===== config.mk =====
export PLATFORM = sky130hd
export DESIGN_NAME = aging_page_replacement
export DESIGN_NICKNAME = d
export VERILOG_FILES = /design/src/hdl/apr_pkg.sv /design/src/hdl/apr_frame_store.sv /design/src/hdl/apr_scan_unit.sv /design/src/hdl/aging_page_replacement.sv
export VERILOG_INCLUDE_DIRS = /design/src /design/src/hdl
export SDC_FILE = /design/constraint.sdc
export NUM_CORES = 1
export LEC_CHECK = 0
export BUFFER_PORTS_ARGS = -buffer_cell sky130_fd_sc_hd__buf_2
export CORE_MARGIN = 4
export CORE_UTILIZATION = 60
export DETAILED_ROUTE_END_ITERATION = 6
export GPL_TIMING_DRIVEN = 0
export MAX_ROUTING_LAYER = met4
export PLACE_DENSITY = 0.78
export SETUP_SLACK_MARGIN = 0.1
export SLEW_MARGIN = 30
export SYNTH_ARGS = -nofsm -noshare
export SYNTH_HDL_FRONTEND = slang
export SYNTH_SLANG_ARGS = --single-unit
export TNS_END_PERCENT = 30

===== constraint.sdc =====
create_clock -name clk -period 10.1 [get_ports clk]
set_input_delay 2.02 -clock clk [delete_from_list [all_inputs] [get_ports clk]]
set_output_delay 2.02 -clock clk [all_outputs]
set_load 0.02 [all_outputs]

===== src/hdl/aging_page_replacement_assert.svh =====
// ----------------------------------------------------------------------------
// Aging page replacement assertion macros
// Concurrent assertion wrappers clocked on clk with reset disable.
// ----------------------------------------------------------------------------
`ifndef AGING_PAGE_REPLACEMENT_ASSERT_SVH
`define AGING_PAGE_REPLACEMENT_ASSERT_SVH

`ifndef ASSERT_OFF

// same-cycle implication
`define APR_ASSERT_IMPL(label, ante, cons, msg) \
    label: assert property (@(posedge clk) disable iff (!rst_n) (ante) |-> (cons)) \
        else $error(msg);

// next-cycle implication
`define APR_ASSERT_NEXT(label, ante, cons, msg) \
    label: assert property (@(posedge clk) disable iff (!rst_n) (ante) |=> (cons)) \
        else $error(msg);

`else

`define APR_ASSERT_IMPL(label, ante, cons, msg)
`define APR_ASSERT_NEXT(label, ante, cons, msg)

`endif

`endif


===== src/hdl/apr_pkg.sv =====
// ----------------------------------------------------------------------------
// apr_pkg
// Shared types and fixed field layout for the aging page replacement block.
// ----------------------------------------------------------------------------
`timescale 1ns / 1ps
`default_nettype none

package apr_pkg;

    localparam int PAGE_W      = 16;
    localparam int OUT_IDX_W   = 6;
    localparam int COUNT_W     = 32;
    localparam int IN_TDATA_W  = 16;
    localparam int OUT_TDATA_W = 88;

    // result item layout inside m_tdata
    localparam int OUT_HIT_LSB   = 0;
    localparam int OUT_IDX_LSB   = 1;
    localparam int OUT_EVICT_LSB = 7;
    localparam int OUT_HITS_LSB  = 23;
    localparam int OUT_MISS_LSB  = 55;

    typedef enum logic [3:0] {
        S_IDLE = 4'b0001,
        S_SCAN = 4'b0010,
        S_AGE  = 4'b0100,
        S_DONE = 4'b1000
    } state_t;

    typedef struct packed {
        logic clear;
        logic en;
    } scan_ctl_t;

endpackage

`default_nettype wire


===== src/hdl/apr_frame_store.sv =====
// ----------------------------------------------------------------------------
// apr_frame_store
// Frame table memory holding page and age per frame; one read, one write port.
// ----------------------------------------------------------------------------
`timescale 1ns / 1ps
`default_nettype none

module apr_frame_store #(
    parameter int FRAME_COUNT = 16,
    parameter int WORD_W      = 24,
    localparam int IDX_W      = (FRAME_COUNT > 1) ? $clog2(FRAME_COUNT) : 1
) (
    input  wire logic                 clk,
    input  wire logic                 rst_n,
    input  wire logic                 rd_en,
    input  wire logic [IDX_W-1:0]     rd_addr,
    output logic      [WORD_W-1:0]    rd_data,
    input  wire logic                 wr_en,
    input  wire logic [IDX_W-1:0]     wr_addr,
    input  wire logic [WORD_W-1:0]    wr_data
);

    logic [WORD_W-1:0]      mem [FRAME_COUNT];
    logic [WORD_W-1:0]      rd_word_reg;
    logic                   rd_vld_reg;
    logic [FRAME_COUNT-1:0] valid_reg;

    always_ff @(posedge clk)
    begin
        if (wr_en)
        begin
            mem[wr_addr] <= wr_data;
        end
        if (rd_en)
        begin
            rd_word_reg <= mem[rd_addr];
        end
    end

    // a frame never written reads as empty with a cleared counter
    always_ff @(posedge clk or negedge rst_n)
    begin
        if (!rst_n)
        begin
            valid_reg  <= '0;
            rd_vld_reg <= 1'b0;
        end
        else
        begin
            if (wr_en)
            begin
                valid_reg[wr_addr] <= 1'b1;
            end
            if (rd_en)
            begin
                rd_vld_reg <= valid_reg[rd_addr];
            end
        end
    end

    assign rd_data = rd_vld_reg ? rd_word_reg : '0;

endmodule

`default_nettype wire


===== src/hdl/apr_scan_unit.sv =====
// ----------------------------------------------------------------------------
// apr_scan_unit
// Shared compare unit: page match and minimum age search, one frame a cycle.
// ----------------------------------------------------------------------------
`timescale 1ns / 1ps
`default_nettype none

module apr_scan_unit #(
    parameter int FRAME_COUNT  = 16,
    parameter int COUNTER_BITS = 8,
    localparam int IDX_W       = (FRAME_COUNT > 1) ? $clog2(FRAME_COUNT) : 1
) (
    input  wire logic                       clk,
    input  wire logic                       rst_n,
    input  wire apr_pkg::scan_ctl_t         ctl,
    input  wire logic [IDX_W-1:0]           idx,
    input  wire logic [apr_pkg::PAGE_W-1:0] search_page,
    input  wire logic [apr_pkg::PAGE_W-1:0] frame_page,
    input  wire logic [COUNTER_BITS-1:0]    frame_age,
    output logic                            found,
    output logic      [IDX_W-1:0]           match_slot,
    output logic      [IDX_W-1:0]           best_slot,
    output logic      [apr_pkg::PAGE_W-1:0] best_page
);

    logic                        found_reg;
    logic                        first_reg;
    logic [IDX_W-1:0]            match_slot_reg;
    logic [IDX_W-1:0]            best_slot_reg;
    logic [COUNTER_BITS-1:0]     best_age_reg;
    logic [apr_pkg::PAGE_W-1:0]  best_page_reg;

    always_ff @(posedge clk or negedge rst_n)
    begin
        if (!rst_n)
        begin
            found_reg <= 1'b0;
            first_reg <= 1'b1;
        end
        else if (ctl.clear)
        begin
            found_reg <= 1'b0;
            first_reg <= 1'b1;
        end
        else if (ctl.en)
        begin
            first_reg <= 1'b0;
            if (!found_reg && (frame_page == search_page))
            begin
                found_reg <= 1'b1;
            end
        end
    end

    always_ff @(posedge clk)
    begin
        if (ctl.en)
        begin
            // keep the first matching frame
            if (!found_reg && (frame_page == search_page))
            begin
                match_slot_reg <= idx;
            end
            // strict compare keeps the lowest index on ties
            if (first_reg || (frame_age < best_age_reg))
            begin
                best_age_reg  <= frame_age;
                best_slot_reg <= idx;
                best_page_reg <= frame_page;
            end
        end
    end

    assign found      = found_reg;
    assign match_slot = match_slot_reg;
    assign best_slot  = best_slot_reg;
    assign best_page  = best_page_reg;

endmodule

`default_nettype wire


===== src/hdl/aging_page_replacement.sv =====
// ----------------------------------------------------------------------------
// aging_page_replacement
// Aging page replacement over FRAME_COUNT frames with COUNTER_BITS age counters.
// ----------------------------------------------------------------------------
// Each input item is one page reference. The frame table is walked twice
// through the single read port of the frame store: a lookup pass that finds a
// match and the oldest frame, then an aging pass that rewrites every frame.
// A reference to page zero changes nothing. The block takes a new item
// only while idle, and a finished result waits in the output register while
// the next item is worked on. Frames start empty after reset with no
// clearing pass.
`timescale 1ns / 1ps
`default_nettype none
`include "aging_page_replacement_assert.svh"

module aging_page_replacement #(
    parameter int FRAME_COUNT  = 16,
    parameter int COUNTER_BITS = 8
) (
    input  wire logic                              clk,
    input  wire logic                              rst_n,
    input  wire logic                              s_tvalid,
    output logic                                   s_tready,
    // page_number[15:0]
    input  wire logic [apr_pkg::IN_TDATA_W-1:0]    s_tdata,
    output logic                                   m_tvalid,
    input  wire logic                              m_tready,
    // was_hit[0], frame_index[6:1], evicted_page[22:7], hits_so_far[54:23],
    // misses_so_far[86:55], zero pad[87]
    output logic      [apr_pkg::OUT_TDATA_W-1:0]   m_tdata
);

    localparam int IDX_W  = (FRAME_COUNT > 1) ? $clog2(FRAME_COUNT) : 1;
    localparam int CNT_W  = $clog2(FRAME_COUNT + 1);
    localparam int PAGE_W = apr_pkg::PAGE_W;
    localparam int WORD_W = PAGE_W + COUNTER_BITS;
    localparam logic [CNT_W-1:0] LAST_CNT = CNT_W'(FRAME_COUNT);

    apr_pkg::state_t state_reg, state_next;

    logic [PAGE_W-1:0]             page_reg;
    logic [CNT_W-1:0]              rd_cnt_reg;
    logic                          pend_reg;
    logic [IDX_W-1:0]              pend_idx_reg;
    logic                          hit_reg;
    logic [IDX_W-1:0]              slot_reg;
    logic [PAGE_W-1:0]             evicted_reg;
    logic [apr_pkg::COUNT_W-1:0]   hit_count_reg;
    logic [apr_pkg::COUNT_W-1:0]   miss_count_reg;
    logic                          m_tvalid_reg;
    logic [apr_pkg::OUT_TDATA_W-1:0] m_data_reg;

    logic                          accept;
    logic                          issue;
    logic                          pass_end;
    logic                          out_free;

    logic                          st_rd_en;
    logic [WORD_W-1:0]             st_rd_data;
    logic                          st_wr_en;
    logic [WORD_W-1:0]             st_wr_data;
    logic [PAGE_W-1:0]             rd_page;
    logic [COUNTER_BITS-1:0]       rd_age;

    apr_pkg::scan_ctl_t            scan_ctl;
    logic                          sc_found;
    logic [IDX_W-1:0]              sc_match_slot;
    logic [IDX_W-1:0]              sc_best_slot;
    logic [PAGE_W-1:0]             sc_best_page;

    logic                          is_slot;
    logic                          replace;
    logic [PAGE_W-1:0]             wb_page;
    logic [COUNTER_BITS-1:0]       wb_base;
    logic [COUNTER_BITS-1:0]       wb_age;

    assign accept   = s_tvalid && s_tready;
    assign s_tready = (state_reg == apr_pkg::S_IDLE);
    assign out_free = !m_tvalid_reg || m_tready;

    // issue one frame read per cycle during each pass
    assign issue    = ((state_reg == apr_pkg::S_SCAN) || (state_reg == apr_pkg::S_AGE))
                      && (rd_cnt_reg != LAST_CNT);
    assign pass_end = (rd_cnt_reg == LAST_CNT) && !pend_reg;
    assign st_rd_en = issue;

    assign rd_page = st_rd_data[WORD_W-1:COUNTER_BITS];
    assign rd_age  = st_rd_data[COUNTER_BITS-1:0];

    assign scan_ctl.clear = accept;
    assign scan_ctl.en    = pend_reg && (state_reg == apr_pkg::S_SCAN);

    // aging write-back: shift right, set the top bit of the referenced frame, and on a miss load the new page into it
    assign is_slot    = (pend_idx_reg == slot_reg);
    assign replace    = is_slot && !hit_reg;
    assign wb_page    = replace ? page_reg : rd_page;
    assign wb_base    = replace ? '0 : rd_age;
    assign wb_age     = {is_slot, wb_base[COUNTER_BITS-1:1]};
    assign st_wr_en   = pend_reg && (state_reg == apr_pkg::S_AGE);
    assign st_wr_data = {wb_page, wb_age};

    apr_frame_store #(
        .FRAME_COUNT (FRAME_COUNT),
        .WORD_W      (WORD_W)
    ) u_store (
        .clk     (clk),
        .rst_n   (rst_n),
        .rd_en   (st_rd_en),
        .rd_addr (rd_cnt_reg[IDX_W-1:0]),
        .rd_data (st_rd_data),
        .wr_en   (st_wr_en),
        .wr_addr (pend_idx_reg),
        .wr_data (st_wr_data)
    );

    apr_scan_unit #(
        .FRAME_COUNT  (FRAME_COUNT),
        .COUNTER_BITS (COUNTER_BITS)
    ) u_scan (
        .clk         (clk),
        .rst_n       (rst_n),
        .ctl         (scan_ctl),
        .idx         (pend_idx_reg),
        .search_page (page_reg),
        .frame_page  (rd_page),
        .frame_age   (rd_age),
        .found       (sc_found),
        .match_slot  (sc_match_slot),
        .best_slot   (sc_best_slot),
        .best_page   (sc_best_page)
    );

    always_comb
    begin
        state_next = state_reg;
        case (state_reg)
            apr_pkg::S_IDLE:
            begin
                if (accept)
                begin
                    state_next = (s_tdata[PAGE_W-1:0] == '0) ? apr_pkg::S_DONE
                                                             : apr_pkg::S_SCAN;
                end
            end
            apr_pkg::S_SCAN:
            begin
                if (pass_end)
                begin
                    state_next = apr_pkg::S_AGE;
                end
            end
            apr_pkg::S_AGE:
            begin
                if (pass_end)
                begin
                    state_next = apr_pkg::S_DONE;
                end
            end
            apr_pkg::S_DONE:
            begin
                if (out_free)
                begin
                    state_next = apr_pkg::S_IDLE;
                end
            end
            default:
            begin
                state_next = apr_pkg::S_IDLE;
            end
        endcase
    end

    always_ff @(posedge clk or negedge rst_n)
    begin
        if (!rst_n)
        begin
            state_reg      <= apr_pkg::S_IDLE;
            rd_cnt_reg     <= '0;
            pend_reg       <= 1'b0;
            hit_count_reg  <= '0;
            miss_count_reg <= '0;
            m_tvalid_reg   <= 1'b0;
        end
        else
        begin
            state_reg <= state_next;
            pend_reg  <= issue;
            if (issue)
            begin
                rd_cnt_reg <= rd_cnt_reg + 1'b1;
            end
            else if (pass_end)
            begin
                rd_cnt_reg <= '0;
            end
            if ((state_reg == apr_pkg::S_SCAN) && pass_end)
            begin
                if (sc_found)
                begin
                    if (hit_count_reg != '1)
                    begin
                        hit_count_reg <= hit_count_reg + 1'b1;
                    end
                end
                else if (miss_count_reg != '1)
                begin
                    miss_count_reg <= miss_count_reg + 1'b1;
                end
            end
            // a new result replaces one that leaves in the same cycle
            if ((state_reg == apr_pkg::S_DONE) && out_free)
            begin
                m_tvalid_reg <= 1'b1;
            end
            else if (m_tvalid_reg && m_tready)
            begin
                m_tvalid_reg <= 1'b0;
            end
        end
    end

    always_ff @(posedge clk)
    begin
        if (issue)
        begin
            pend_idx_reg <= rd_cnt_reg[IDX_W-1:0];
        end
        if (accept)
        begin
            page_reg    <= s_tdata[PAGE_W-1:0];
            // page zero leaves these as its result
            hit_reg     <= 1'b0;
            slot_reg    <= '0;
            evicted_reg <= '0;
        end
        if ((state_reg == apr_pkg::S_SCAN) && pass_end)
        begin
            hit_reg     <= sc_found;
            slot_reg    <= sc_found ? sc_match_slot : sc_best_slot;
            evicted_reg <= sc_found ? '0 : sc_best_page;
        end
        if ((state_reg == apr_pkg::S_DONE) && out_free)
        begin
            m_data_reg <= {1'b0, miss_count_reg, hit_count_reg, evicted_reg,
                           apr_pkg::OUT_IDX_W'(slot_reg), hit_reg};
        end
    end

    assign m_tvalid = m_tvalid_reg;
    assign m_tdata  = m_data_reg;

    `APR_ASSERT_IMPL(a_scan_in_scan, scan_ctl.en, state_reg == apr_pkg::S_SCAN, "compare outside lookup pass")
    `APR_ASSERT_IMPL(a_write_in_age, st_wr_en, state_reg == apr_pkg::S_AGE, "frame write outside aging pass")
    `APR_ASSERT_IMPL(a_hit_no_evict, m_tvalid_reg && m_data_reg[apr_pkg::OUT_HIT_LSB], m_data_reg[apr_pkg::OUT_HITS_LSB-1:apr_pkg::OUT_EVICT_LSB] == '0, "hit reports an eviction")
    `APR_ASSERT_NEXT(a_accept_busy, accept, state_reg != apr_pkg::S_IDLE, "accepted item did not start")

endmodule

`default_nettype wire


**Yosys cells after proc, flatten, opt, wreduce, memory -nomap -nowiden**

Memory sizes are Yosys's and may differ from the RTL's. A register that Yosys moved wholly into a read port is not among the register bits.
Cells that the tools add are included.
W data, S select, Z words.

- Bitwise operators: 2
- Reductions and logical operators: 30
- Add/subtract/negate cells: 3
- Equal/unequal tests: 14
- Mux-type cells: 32
- Magnitude comparators: 4

Operators by type and width:

| operator | count |
|---|---|
| $add A32 B1 Y32 const B | 2 |
| $mux W16 | 4 |
| $ne A32 B32 Y1 const B | 2 |
| $mux W4 | 8 |
| $mux W24 | 1 |
| $eq A16 B16 Y1 | 1 |
| $logic_not A16 Y1 | 1 |
| $or A16 B16 Y16 | 1 |
| $pmux W4 S4 | 1 |
| $mux W1 | 13 |
| $logic_and A1 B1 Y1 | 11 |
| $lt A4 B5 Y1 const B | 2 |
| $mux W5 | 2 |
| $reduce_bool A2 Y1 | 5 |
| $lt A8 B8 Y1 | 1 |
| $mux W8 | 1 |
| $ne A2 B2 Y1 const B | 3 |
| $reduce_and A2 Y1 | 3 |
| $reduce_and A3 Y1 | 2 |
| $add A5 B1 Y5 const B | 1 |
| $eq A5 B5 Y1 const B | 1 |
| $ne A5 B5 Y1 const B | 1 |
| $bmux W1 S4 | 1 |
| $demux W1 S4 | 1 |
| other kinds (11) | 16 |

- Logic and storage cells: 106
- RAM bits: 384
- Memories kept: 1
- Bits in registers: 252

Memories:

| memory | words | width | rd ports | clocked after Yosys merged registers in | write ports | RTL line | RTL |
|---|---|---|---|---|---|---|---|
| u_store.mem | 16 | 24 | 1 | 1 | 1 | apr_frame_store.sv:23 | `logic [WORD_W-1:0] mem [FRAME_COUNT];` |

**Logic depth before layout (Yosys ltp)**

- Depth in word-level cells: 6
- Depth in mapped cells: 11

**By module**

From an unflattened synthesis, not the netlist that was laid out.

- Cells, all modules: 1,288
- Area, all modules: 25,538.2 µm²

By module, submodules not included:

| module | area each (µm²) | cells an instance | instances |
|---|---|---|---|
| apr_frame_store | 16,025.4 | 646 | 1 |
| aging_page_replacement | 8,100.3 | 554 | 1 |
| apr_scan_unit | 1,412.6 | 88 | 1 |

**Least setup slack after synthesis**

No wires, ideal clock.

- Kind: input to register
- Start: in m_tready
- End: reg m_data_reg, in the netlist m_tdata[0], enable pin
- Path slack: 3,363 ps
- Data required time: 9,543 ps
- Library setup time: 557 ps
- Data arrival time: 6,181 ps
- Cell stages on the path: 2
- Cells stage by stage: inv_1 -> a21oi_1

- Word-level cells in the longest chain between the ends: 2

Ends and longest elaborated chain:

| what | RTL line | RTL |
|---|---|---|
| start, declared | aging_page_replacement.sv:27 | `input wire logic m_tready,` |
| $logic_or A1 B1 Y1 | aging_page_replacement.sv:79 | `assign out_free = !m_tvalid_reg \|\| m_tready;` |
| $logic_and A1 B1 Y1 | aging_page_replacement.sv:242 | `if ((state_reg == apr_pkg::S_DONE) && out_free)` |
| end signal, assigned | aging_page_replacement.sv:244 | `m_data_reg <= {1'b0, miss_count_reg, hit_count_reg, evicted_reg,` |
| end, declared | aging_page_replacement.sv:51 | `logic [apr_pkg::OUT_TDATA_W-1:0] m_data_reg;` |

No other way between the ends.
A chain may end at the register's enable or synchronous reset.

**Worst setup path after layout**

- Start: reg state_reg[0]
- End: out s_tready

- Word-level cells in the longest chain between the ends: 1

Ends and longest elaborated chain:

| what | RTL line | RTL |
|---|---|---|
| start, declared | aging_page_replacement.sv:39 | `apr_pkg::state_t state_reg, state_next;` |
| start signal, assigned | aging_page_replacement.sv:177 | `state_reg <= apr_pkg::S_IDLE;` |
| start signal, assigned | aging_page_replacement.sv:186 | `state_reg <= state_next;` |
| $eq A4 B1 Y1 | aging_page_replacement.sv:78 | `assign s_tready = (state_reg == apr_pkg::S_IDLE);` |
| end, declared | aging_page_replacement.sv:23 | `output logic s_tready,` |

No other way between the ends.

==> results.md <==
- Endpoints failing hold: 0
- Row cnt: 75
- Fin crit share: a little over two fifths
- Leakage: between 0.01 and 0.015 uW
- Distinct cell type count after synthesis: 60
- Global Route Usage Sum: a little over a quarter
- Post-synth top area share: around two thirds
- Layout filler cell count: between 2000 and 2500
- Post-Synth Adder-Cell Area: less than 1%
- Area contributors post-synth: edfxtp_1, mux4_2, dfrtp_1
- Clock transition at path regs: ~60 ps
- Grt ovf: 0
- Drc violations: 0
- Clock sink count: 660
- H-tree Lvls: 3
- Drt total wl: 58000 um
- First-pass GRT wire length: between 80000 and 90000 um
- Register Area: 19400 um^2
- Inserted Clock Buffers: 66
- Pwr Total: ~6600 uW
- Top reg by flops: u_store.mem
- Slew Viols, Final: 0
- Fmax: around 240 MHz
- Cts hold-fix bufs: 0
- Via Count: around 14000
- Antenna Diode Count: 0
- Largest family of logic cells by synthesized area: multiplexers
- Largest register FFs: between 300 and 400
- Startpoint types: flip-flop
- Power Dens Cells: between 200 and 250 nW/um^2
- 1st-iter DRT viols: 1648
- Layout cells sized above 1: between 20% and 30%
- Final Cell Area: about 30000 um^2
- Crit path capture type: primary output
- Max cap viols: 0
- Layout Skew: around 27 ps
- Main synth FF type: edfxtp_1
- Initial antenna violation count: 1
- Synth-to-layout area growth: 16.4%
- Compound-cell area share of the yosys netlist: 1.26%
- Relative slew margins: a little under a third
- Placer Congestion: 0.926
- Final setup viols: 0
- Async SR Flop Fraction: between 10 and 15%
- Clock Path Buffers: 3
- Post-synth EDFFs: 566
- Mux share of post-synthesis cell area: a little under an eighth
- Footprint of the multi-input gates: roughly 6100 um^2
- Final ANT Viol Nets: 0
- Die area: about 46000 um^2
- Port Buf Inserts: around 110
- Peak supply drop: ~0.14 mV
- Vias per inst: 6.42
- Vias in the first global route: roughly 14000
- Warnings from Yosys: 0
- Worst setup path class: reg -> out
- TritonCTS clock tree: built
- Required time worst endpoint: between 8000 and 9000 ps
- Core Area: between 40000 and 50000 um^2
- Cells after Synth: 1337
- Seq/Total Area, Yosys: between 70% and 80%
- Worst Max-Slew Pin Slew: about 1000 ps
- CTS root buffer: clkbuf_16
- Worst-path fanout max: 5
- Fin util: just over 70%
- Most common cell in the netlist: edfxtp_1
- Clock latency on the worst-skew pair: between 500 and 600 ps
- Largest net degree at the start of global routing: 54
- Setup Slack @ Placement: around 6200 ps
- Post-DP HPWL: about 38000 um
- Die X: 215 um
- Synth Area in Simple Gates: roughly 7.2%
- Tmin final: 4220 ps
- Status: finished, final reports clean
- Post-synth top cells: edfxtp_1, mux4_2, dfrtp_1
- RSZ-0062 raised after global routing: false
- Worst min path class: reg -> reg
- Cts repair resizes: 0
- Setup WS post-layout: 5880 ps
- Reg2Reg Depth: 11
- DR WL/cell: ~27 um
- Post-Synth XOR/XNOR Area: 2.29%
- Cells on Worst Hold Path: 0
- Synthesized cell area: 25700 um^2
- Fin nets: 1586
- Synth area leader: edfxtp_1
- TNS Setup: 0 ps
- Post-CTS setup buffers: 0
- Die height: between 200 and 250 um
- DR pass1 iterations: 6
- DP Area: around 28000 um^2
- Syn avg cell area: between 15 and 20 um^2
- Crit path DAT: approximately 2200 ps
- I/O Pins: 110
- Starting density of the core: approximately three fifths
- Yosys reg bits: 660
## metal layers
metal  up-vias  part of all wire, %  wire (um)  GRT usage [%]
li1       5760                    -          -              -
met1      7017                   38      21700           34.5
met2       816                   50      28900           41.8
met3       156                  9.1       5290           5.59
met4         0                  3.5       2020           9.06
met5         -                    0          0              -
## worst max-delay path, stage by stage (launching register included)
cell     delay (ps)
dfstp_2         580
or4b_2          650
inv_1           190
buf_2           200
## worst paths after layout
kind | startpoint | end | slack (ps)
worst max register to register | rd_cnt_reg[1] | miss_count_reg[8] | 6060
worst max-delay path | state_reg[0] | s_tready | 5880
max in group asynchronous | rst_n | u_scan.first_reg | 8090
worst min register to register | evicted_reg[10] | m_tdata[17] | 410
min in group asynchronous | rst_n | miss_count_reg[15] | 1360
worst min-delay path | evicted_reg[10] | m_tdata[17] | 410
## metrics by stage
| step | hold slack [ps] | std cells |
|---|---|---|
| CTS | 415 | 2143 |
| floorplan | 400 | 1339 |
| global placement | 406 | 1984 |
| detailed placement | 405 | 2026 |
| finish | 413 | 2143 |
| global route | 431 | 2143 |
## cell usage in the layout (no fill, tap or decap), types with 12 or more instances in the layout
master     Yosys  routed
and2_1        41      41
and3_1        14      14
and4_1        14      14
buf_16         0      16
buf_2          2     114
buf_4          3      18
clkbuf_1      31      43
clkbuf_16      0      71
dfrtp_1       92      92
edfxtp_1     566     566
inv_1         40      39
mux2_2        19      19
mux4_2       125     125
nand2_1       39      39
nand3_1       28      28
nand4_1       26      26
nor2_1        35      23
nor2_4         0      12
nor3_1        26      21
nor4_1        18      17
o21ai_0       17      16
or2_2         17      17
xnor2_1       24      24
xor2_1        43      43
## cell type report
cell class                 instances  area share [%]
inverter                          40           0.502
tap                              539            2.26
clock inverter                    25           0.733
clock buffer                      92            6.38
buffer                            50           0.779
timing repair buffer             148            4.12
multi-input combinational        589            20.5
sequential                       660            64.8
## power breakdown
group          internal (uW)  switching (uW)  total [uW]
sequential              3090            68.9        3160
clock                   1420             974        2390
combinational            436             582        1020
total                   4940            1620        6570
## cells by family after synthesis
family,after synthesis
AO/OA/AOI/OAI,50
XOR/XNOR,67
adder cells (fa/ha/maj),11
buffers and inverters,90
flip-flops,660
multiplexers,148
other,1
AND/OR/NAND/NOR,310
No activity file was read; power rests on OpenSTA's default activity.
